**config.mk**
```make
export PLATFORM = sky130hd
export DESIGN_NAME = ordered_list_engine_top
export DESIGN_NICKNAME = d
export VERILOG_FILES = /design/src/rtl/core/ole_pkg.sv /design/src/rtl/core/ordered_list_engine_top.sv
export SDC_FILE = /design/constraint.sdc
export NUM_CORES = 1
export LEC_CHECK = 0
export ABC_CLOCK_PERIOD_IN_PS = 6000
export BUFFER_PORTS_ARGS = -buffer_cell sky130_fd_sc_hd__buf_2
export CORE_ASPECT_RATIO = 1.25
export CORE_MARGIN = 2
export CORE_UTILIZATION = 60
export DETAILED_ROUTE_END_ITERATION = 7
export PLACE_DENSITY = 0.74
export SLEW_MARGIN = 5
export SYNTH_ARGS = -nofsm -noshare
export SYNTH_HDL_FRONTEND = slang
export SYNTH_SLANG_ARGS = --single-unit
```
**constraint.sdc**
```tcl
create_clock -name clk -period 6 [get_ports clk]
set_input_delay 0.9 -clock clk [delete_from_list [all_inputs] [get_ports clk]]
set_output_delay 0.9 -clock clk [all_outputs]
set_load 0.05 [all_outputs]
```
**src/rtl/core/ole_pkg.sv**
```systemverilog
// request/result types and operation codes for the ordered list engine
`default_nettype none

package ole_pkg;

    localparam logic [2:0] OP_PUSH_FRONT = 3'd0;
    localparam logic [2:0] OP_PUSH_BACK  = 3'd1;
    localparam logic [2:0] OP_INSERT     = 3'd2;
    localparam logic [2:0] OP_FIND       = 3'd3;
    localparam logic [2:0] OP_REMOVE     = 3'd4;
    localparam logic [2:0] OP_CLEAR      = 3'd5;
    localparam logic [2:0] OP_DUMP       = 3'd6;

    // a dump emits at most this many results
    localparam int MAX_RESULTS = 16;

    typedef struct packed {
        logic [2:0]         req_type;
        logic signed [31:0] item_value;
    } req_t;

    typedef struct packed {
        logic               ok;
        logic [3:0]         position;
        logic signed [31:0] out_value;
        logic [4:0]         occupancy;
        logic               last;
    } res_t;

endpackage

`default_nettype wire

```
**src/rtl/core/ordered_list_engine_top.sv**
```systemverilog
// ordered list engine: bounded list of signed 32-bit values; insert keeps sorted order
//
// Requests arrive on req/req_valid/req_stall, results leave on
// res/res_valid/res_stall; a request or result moves when valid is high and
// stall is low. One request is worked on at a time: req_stall stays high from
// the cycle after a request is taken until its last result is loaded into the
// output register, which may still be waiting while the next request enters.
// The elements live in a single-port-read, single-port-write memory with a
// registered read; one comparator scans it one element per cycle.
// Insert first scans for the first element greater than the new value; push and
// insert then shift the elements from the insertion point one place toward the
// tail and write the new value. Find and remove scan from the head, remove then
// closes the gap, and clear and rejected requests go straight to the result.
// Scans and shifts read one element per cycle; dump reads and emits one element
// at a time (at most 16 results). Reset empties the list and drops any waiting
// result; the memory itself is not cleared, entries beyond the count are never
// read. While a valid result is stalled the result register holds and the
// sequencer waits before loading the next result.
`default_nettype none

module ordered_list_engine_top #(
    parameter int CAPACITY = 16
) (
    input  wire logic         clk,
    input  wire logic         rst_n,
    input  wire logic         req_valid,
    output logic              req_stall,
    input  wire ole_pkg::req_t req,
    output logic              res_valid,
    input  wire logic         res_stall,
    output ole_pkg::res_t     res
);
    import ole_pkg::*;

    localparam int IW = (CAPACITY > 1) ? $clog2(CAPACITY) : 1;
    localparam int CW = $clog2(CAPACITY + 1);
    localparam int WW = CW + 5;
    localparam logic [CW-1:0] CAP_C = CW'(CAPACITY);

    typedef enum logic [7:0] {
        S_IDLE     = 8'b0000_0001,
        S_SCAN     = 8'b0000_0010,
        S_SHIFT_UP = 8'b0000_0100,
        S_SHIFT_DN = 8'b0000_1000,
        S_PUT      = 8'b0001_0000,
        S_DUMP_RD  = 8'b0010_0000,
        S_DUMP_OUT = 8'b0100_0000,
        S_EMIT     = 8'b1000_0000
    } state_t;

    // element memory
    logic signed [31:0] mem [CAPACITY];
    logic               mem_we;
    logic [IW-1:0]      mem_waddr;
    logic signed [31:0] mem_wdata;
    logic               mem_re;
    logic [IW-1:0]      mem_raddr;
    logic signed [31:0] mem_rdata_reg;

    state_t             state_reg, state_next;
    logic [CW-1:0]      cnt_reg, cnt_next;
    logic [CW-1:0]      idx_reg, idx_next;
    logic [CW-1:0]      pos_reg, pos_next;
    logic               rd_valid_reg, rd_valid_next;
    logic [IW-1:0]      rd_addr_reg, rd_addr_next;
    logic [2:0]         op_reg, op_next;
    logic signed [31:0] val_reg, val_next;
    res_t               pend_reg, pend_next;
    logic               res_valid_reg, res_valid_next;
    res_t               res_reg;

    logic               res_load;
    res_t               res_load_data;
    logic               out_free;
    logic               rd_match;
    logic               rd_last;
    logic               scan_stop;
    logic [CW-1:0]      scan_pos;
    logic [CW-1:0]      idx_dec;
    logic               dump_last;

    function automatic res_t make_res(logic ok, logic [CW-1:0] pos, logic signed [31:0] v,
                                      logic [CW-1:0] occ, logic lst);
        logic [WW-1:0] p_w;
        logic [WW-1:0] o_w;
        res_t          r;
        p_w         = WW'(pos);
        o_w         = WW'(occ);
        r.ok        = ok;
        r.position  = p_w[3:0];
        r.out_value = v;
        r.occupancy = o_w[4:0];
        r.last      = lst;
        return r;
    endfunction

    always_ff @(posedge clk)
    begin
        if (mem_we)
        begin
            mem[mem_waddr] <= mem_wdata;
        end
        if (mem_re)
        begin
            mem_rdata_reg <= mem[mem_raddr];
        end
    end

    assign out_free  = !res_valid_reg || !res_stall;
    assign rd_match  = (op_reg == OP_INSERT) ? (mem_rdata_reg > val_reg)
                                             : (mem_rdata_reg == val_reg);
    assign rd_last   = (CW'(rd_addr_reg) + CW'(1)) == cnt_reg;
    assign scan_stop = rd_valid_reg && (rd_match || rd_last);
    assign scan_pos  = rd_match ? CW'(rd_addr_reg) : cnt_reg;
    assign idx_dec   = idx_reg - CW'(1);
    assign dump_last = ((WW'(idx_reg) + WW'(1)) == WW'(cnt_reg))
                    || (WW'(idx_reg) == WW'(MAX_RESULTS - 1));

    always_comb
    begin
        state_next    = state_reg;
        cnt_next      = cnt_reg;
        idx_next      = idx_reg;
        pos_next      = pos_reg;
        rd_valid_next = 1'b0;
        rd_addr_next  = rd_addr_reg;
        op_next       = op_reg;
        val_next      = val_reg;
        pend_next     = pend_reg;
        mem_we        = 1'b0;
        mem_waddr     = rd_addr_reg;
        mem_wdata     = mem_rdata_reg;
        mem_re        = 1'b0;
        mem_raddr     = idx_reg[IW-1:0];
        res_load      = 1'b0;
        res_load_data = pend_reg;

        case (state_reg)
            S_IDLE:
            begin
                if (req_valid)
                begin
                    op_next  = req.req_type;
                    val_next = req.item_value;
                    idx_next = '0;
                    case (req.req_type)
                        OP_PUSH_FRONT, OP_PUSH_BACK, OP_INSERT:
                        begin
                            if (cnt_reg == CAP_C)
                            begin
                                pend_next  = make_res(1'b0, '0, '0, cnt_reg, 1'b1);
                                state_next = S_EMIT;
                            end
                            else if (req.req_type == OP_INSERT && cnt_reg != '0)
                            begin
                                state_next = S_SCAN;
                            end
                            else
                            begin
                                pos_next   = (req.req_type == OP_PUSH_BACK) ? cnt_reg : '0;
                                idx_next   = cnt_reg;
                                state_next = S_SHIFT_UP;
                            end
                        end
                        OP_FIND, OP_REMOVE:
                        begin
                            if (cnt_reg == '0)
                            begin
                                pend_next  = make_res(1'b0, '0, '0, cnt_reg, 1'b1);
                                state_next = S_EMIT;
                            end
                            else
                            begin
                                state_next = S_SCAN;
                            end
                        end
                        OP_CLEAR:
                        begin
                            cnt_next   = '0;
                            pend_next  = make_res(1'b1, '0, '0, '0, 1'b1);
                            state_next = S_EMIT;
                        end
                        OP_DUMP:
                        begin
                            if (cnt_reg == '0)
                            begin
                                pend_next  = make_res(1'b0, '0, '0, '0, 1'b1);
                                state_next = S_EMIT;
                            end
                            else
                            begin
                                state_next = S_DUMP_RD;
                            end
                        end
                        default:
                        begin
                            pend_next  = make_res(1'b0, '0, '0, cnt_reg, 1'b1);
                            state_next = S_EMIT;
                        end
                    endcase
                end
            end

            S_SCAN:
            begin
                // read one element per cycle, compare the one read last cycle
                if (!scan_stop && idx_reg < cnt_reg)
                begin
                    mem_re        = 1'b1;
                    mem_raddr     = idx_reg[IW-1:0];
                    rd_valid_next = 1'b1;
                    rd_addr_next  = idx_reg[IW-1:0];
                    idx_next      = idx_reg + CW'(1);
                end
                if (scan_stop)
                begin
                    case (op_reg)
                        OP_INSERT:
                        begin
                            pos_next   = scan_pos;
                            idx_next   = cnt_reg;
                            state_next = S_SHIFT_UP;
                        end
                        OP_FIND:
                        begin
                            pend_next = rd_match
                                ? make_res(1'b1, scan_pos, val_reg, cnt_reg, 1'b1)
                                : make_res(1'b0, '0, '0, cnt_reg, 1'b1);
                            state_next = S_EMIT;
                        end
                        OP_REMOVE:
                        begin
                            if (rd_match)
                            begin
                                pos_next   = scan_pos;
                                idx_next   = scan_pos + CW'(1);
                                state_next = S_SHIFT_DN;
                            end
                            else
                            begin
                                pend_next  = make_res(1'b0, '0, '0, cnt_reg, 1'b1);
                                state_next = S_EMIT;
                            end
                        end
                        default:
                        begin
                            state_next = S_IDLE;
                        end
                    endcase
                end
            end

            S_SHIFT_UP:
            begin
                // move elements one place toward the tail, from the tail down
                if (rd_valid_reg)
                begin
                    mem_we    = 1'b1;
                    mem_waddr = rd_addr_reg + IW'(1);
                    mem_wdata = mem_rdata_reg;
                end
                if (idx_reg > pos_reg)
                begin
                    mem_re        = 1'b1;
                    mem_raddr     = idx_dec[IW-1:0];
                    rd_valid_next = 1'b1;
                    rd_addr_next  = idx_dec[IW-1:0];
                    idx_next      = idx_dec;
                end
                else if (!rd_valid_reg)
                begin
                    state_next = S_PUT;
                end
            end

            S_PUT:
            begin
                mem_we     = 1'b1;
                mem_waddr  = pos_reg[IW-1:0];
                mem_wdata  = val_reg;
                cnt_next   = cnt_reg + CW'(1);
                pend_next  = make_res(1'b1, pos_reg, '0, cnt_reg + CW'(1), 1'b1);
                state_next = S_EMIT;
            end

            S_SHIFT_DN:
            begin
                // close the gap left by the removed element
                if (rd_valid_reg)
                begin
                    mem_we    = 1'b1;
                    mem_waddr = rd_addr_reg - IW'(1);
                    mem_wdata = mem_rdata_reg;
                end
                if (idx_reg < cnt_reg)
                begin
                    mem_re        = 1'b1;
                    mem_raddr     = idx_reg[IW-1:0];
                    rd_valid_next = 1'b1;
                    rd_addr_next  = idx_reg[IW-1:0];
                    idx_next      = idx_reg + CW'(1);
                end
                else if (!rd_valid_reg)
                begin
                    cnt_next   = cnt_reg - CW'(1);
                    pend_next  = make_res(1'b1, pos_reg, '0, cnt_reg - CW'(1), 1'b1);
                    state_next = S_EMIT;
                end
            end

            S_DUMP_RD:
            begin
                mem_re     = 1'b1;
                mem_raddr  = idx_reg[IW-1:0];
                state_next = S_DUMP_OUT;
            end

            S_DUMP_OUT:
            begin
                if (out_free)
                begin
                    res_load      = 1'b1;
                    res_load_data = make_res(1'b1, idx_reg, mem_rdata_reg, cnt_reg, dump_last);
                    idx_next      = idx_reg + CW'(1);
                    state_next    = dump_last ? S_IDLE : S_DUMP_RD;
                end
            end

            S_EMIT:
            begin
                if (out_free)
                begin
                    res_load      = 1'b1;
                    res_load_data = pend_reg;
                    state_next    = S_IDLE;
                end
            end

            default:
            begin
                state_next = S_IDLE;
            end
        endcase
    end

    assign res_valid_next = res_load ? 1'b1 : (res_valid_reg && res_stall);

    always_ff @(posedge clk or negedge rst_n)
    begin
        if (!rst_n)
        begin
            state_reg     <= S_IDLE;
            cnt_reg       <= '0;
            idx_reg       <= '0;
            pos_reg       <= '0;
            rd_valid_reg  <= 1'b0;
            res_valid_reg <= 1'b0;
        end
        else
        begin
            state_reg     <= state_next;
            cnt_reg       <= cnt_next;
            idx_reg       <= idx_next;
            pos_reg       <= pos_next;
            rd_valid_reg  <= rd_valid_next;
            res_valid_reg <= res_valid_next;
        end
    end

    always_ff @(posedge clk)
    begin
        rd_addr_reg <= rd_addr_next;
        op_reg      <= op_next;
        val_reg     <= val_next;
        pend_reg    <= pend_next;
        if (res_load)
        begin
            res_reg <= res_load_data;
        end
    end

    assign req_stall = (state_reg != S_IDLE);
    assign res_valid = res_valid_reg;
    assign res       = res_reg;

    a_cnt_bound: assert property (@(posedge clk) disable iff (!rst_n)
        cnt_reg <= CAP_C)
        else $error("element count above capacity");

    a_cnt_step: assert property (@(posedge clk) disable iff (!rst_n)
        (cnt_reg != $past(cnt_reg)) |->
            (cnt_reg == $past(cnt_reg) + CW'(1)) || (cnt_reg == $past(cnt_reg) - CW'(1))
            || (cnt_reg == '0))
        else $error("element count changed by more than one");

    a_rd_pending: assert property (@(posedge clk) disable iff (!rst_n)
        rd_valid_reg |->
            (state_reg == S_SCAN) || (state_reg == S_SHIFT_UP) || (state_reg == S_SHIFT_DN))
        else $error("read pending outside scan or shift");

    a_leave_idle: assert property (@(posedge clk) disable iff (!rst_n)
        (req_valid && !req_stall) |=> (state_reg != S_IDLE))
        else $error("request taken but sequencer stayed idle");

    a_load_free: assert property (@(posedge clk) disable iff (!rst_n)
        (res_valid_reg && res_stall) |-> !res_load)
        else $error("result loaded over a stalled result");

endmodule

`default_nettype wire

```
==> results by group <==
Floorplanning
  – Initial Utilization: between 60% and 70%
  – Core Region: roughly 48000 sq um
  – Row count: 90
  – Die height: 250 um
  – I/O pin total: between 80 and 90
  – Die ar.: about 50000 sq um
  – Die Wd: just over 200 um

Yosys
  – Cell Area, Synth: 29100 sq um
  – Post-Syn Instances: about 2.3k
  – Simple-Gate Fraction of Synth Area: between 10% and 20%
  – Yosys Warn Count: 0
  – Post-synth EDFFs: roughly 670
  – Post-synthesis sequential area ratio: 71.0%
  – Compound-cell area share of the yosys netlist: under 10%
  – Yosys reg bits: roughly 700
  – Proportion of synthesized area in mux cells: approximately 2.5%
  – Syn Nets: between 2k and 2.5k
  – Syn_area_per_cell: 12.8 sq um
  – Post-synth ARST share: under 10%
  – Main flop type after synthesis: edfxtp_1
  – Synth Area in XOR/XNOR: less than 1%
  – Main combinational cell family by area after synthesis: simple AND/OR/NAND/NOR gates
  – Number of library cell types mapped by synthesis: 69
  – Synth Area in Adders: under 10%

Timing
  – Hold_ws: 0.291 ns
  – Slew Limit Headroom: between 10% and 20%
  – Fin crit period: 5.07 ns
  – Hold Fails Final Rpt: 0
  – Worst slew pin tran: about 1.3 ns
  – Achievable Freq: 0.197 GHz
  – Max-slew violation count: 0
  – Fin crit share: 84.6%
  – Unrepaired setup endpoints after global routing: no
  – Final setup vio count: 0
  – Setup TNS Final: 0 ns
  – Min setup slack post-route: approximately 0.93 ns
  – Clock skew: about 0.021 ns

Routing
  – Via count: 19.0k
  – 1st-pass router iterations: 6
  – Total wire length: 74.0 mm
  – DRC viols: 0
  – ANT nets after route: 0
  – Starting DRT DRC Count: roughly 2k
  – Vias per cell: about 6.2
  – WL/cell: ~24 um

Power and ir drop
  – Maximum vdd drop: 0.000448 V
  – Pwr Density: 462 nW/um^2
  – Leak Pwr: about 0.012 uW

Cells and area
  – Antenna diodes: 0
  – Max reg flops: 512
  – Finished Core Util: between 60% and 70%
  – Area grow syn2layout: 11.9%
  – NumNets Final: 2438
  – Share of cells above drive strength 1: 12.4%
  – # fillers: 3308

Placed design
  – PortBufs: 83
  – DP HPWL: about 44 mm
  – Worst slack, placed: around 1 ns
  – Final GP Congestion: roughly 1

Critical path
  – Crit. Startpoint: mem_rdata_reg[11]
  – Worst r2r src: mem_rdata_reg[11]
  – Register-to-Register Setup Slack: about 0.93 ns
  – Arrival @ worst endpoint: just over 5 ns
  – Worst-path fanout max: 32
  – Startpoint Class: register
  – Critical Path RT: approximately 6.0 ns
  – Crit end category: register
  – Kind of critical path: reg -> reg
  – Crit path to: mem_rdata_reg[26]
  – Capturing point of the worst reg2reg path: mem_rdata_reg[26]
  – Register-to-Register Path Depth: 8

Clock network
  – Clk root buf: clkbuf_16
  – Clk slew on worst S/H paths: ~0.07 ns
  – Total CTS buffers: 61
  – Post-CTS Hold Buffers: 0
  – TritonCTS clock tree: done
  – H-tree levels: 2
  – CTS sink count: between 600 and 700
  – Max clock buf depth: 3
  – Worst skew pair latency: 0.65 ns
  – # resized after CTS: 0
  – Post-CTS setup buffer count: 0

Global route
  – Wire length of the first global-routing pass: approximately 110 mm
  – Largest net degree at the start of global routing: roughly 130
  – Congestion Overflow GR: 0
  – GR Util All Layers: 29.5%
  – Initial antenna violation count: 1
  – Vias in the first global route: about 19k

Outcome
  – Outcome: finished, final reports clean

Min path
  – Worst hold path class: in -> async

Job
  – Max-cap violations: 0
==> worst max-delay path, stage by stage (launching register included) <==
cell,delay [ns]
edfxtp_1,0.53
ha_1,0.39
nand4_1,0.15
or4_1,0.75
nor4bb_1,0.70
o31a_1,0.41
nand2b_1,0.21
a21o_1,0.21
nand3_2,1.03
==> stage by stage <==
step | total power [uW] | instances | area [sq um]
final | 15100 | 3040 | 32600
after global routing | 15700 | 3040 | 32600
after CTS | 15000 | 3037 | 32500
after detailed placement | 11100 | 2926 | 30500
after global placement | 11000 | 2926 | 30500
after floorplan | 9550 | 2270 | 29100
==> cells by family after synthesis <==
logic type / after synthesis
buf+inv: 177
flops: 693
simple gates: 993
fa+ha+maj: 51
compound gates: 266
xor+xnor: 21
mux: 69
==> power by group <==
group          internal, uW  switching [uW]  leakage [uW]
clock network          2220            1730      0.000965
registers              6070             296       0.00636
logic                  1380            3380       0.00429
total                  9670            5410        0.0116
==> worst min path at each step <==
stage / from / end / slack [ns]
floorplan: pend_reg[42] / res[42] / 0.48
detailed placement: pend_reg[42] / res[42] / 0.50
global placement: pend_reg[42] / res[42] / 0.49
finish: rst_n / res_valid / 0.29
CTS: rst_n / res_valid / 0.28
global route: rst_n / res_valid / 0.31
==> cells in the mapped netlist, types with 5 or more instances <==
cell      number  area, sq um
nand2b_1       7         43.8
o22ai_1        8         50.1
nand3b_1       6         45.0
nor2b_1        6         37.5
nor2_1        62          233
and2_1        34          213
a32oi_1       35          307
a21oi_1       37          185
and3_1         5         31.3
a221oi_1       5         43.8
edfxtp_1     668        20100
nand3_1      209         1050
nor3_1        18         90.1
a22oi_1        8         60.1
o21ai_0       83          415
nand4_1       74          463
a31oi_1        7         43.8
o21a_1         7         52.6
dfrtp_1       24          601
inv_1         54          203
o21ai_1       29          145
buf_1          6         22.5
xor2_1         8         70.1
buf_2         21          105
ha_1          51          638
mux2_2        32          360
clkbuf_1      93          349
a21o_1        12         90.1
xnor2_1       13          114
nand2_1      543         2040
a211oi_1       7         52.6
mux2i_1       36          360
==> area by class of cell <==
cell class | count | area, sq um | share of cell area, %
clock inverters | 39 | 460 | 1.41
clock buffers | 72 | 1570 | 4.81
multi-input cells | 1400 | 7980 | 24.5
flip-flops and latches | 693 | 20700 | 63.4
inverters | 56 | 210 | 0.644
repair buffers | 136 | 911 | 2.79
well taps | 644 | 806 | 2.47
==> cells in the final DEF, fill, tap and decap left out, drive strengths merged, types with 5 or more instances in the layout <==
cell	count
a21o	12
clkinvlp	6
edfxtp	668
inv	57
nor2	62
ha	51
o21a	7
mux2i	37
a221oi	5
nand3b	6
a32oi	35
a211oi	8
xor2	8
nor2b	6
bufinv	8
o21ai	112
nor3	19
a22oi	8
and2	34
dfrtp	24
nand3	209
a31oi	7
and3	5
a21oi	38
nand4	74
xnor2	13
buf	136
nand2	543
nor3b	5
mux2	32
clkbuf	72
clkinv	24
o22ai	9
nand2b	7
==> per-layer routing <==
metal,vias to the layer above,global-route usage (%),part of all wire (%),routed length [um]
met1,9295,39.7,38,28400
met3,185,5.24,9.1,6710
met4,0,14.2,4.1,3010
met2,957,47.1,49,35900
li1,8540,-,-,-
met5,-,0,0,0
Power figures use the tool's default switching activity.
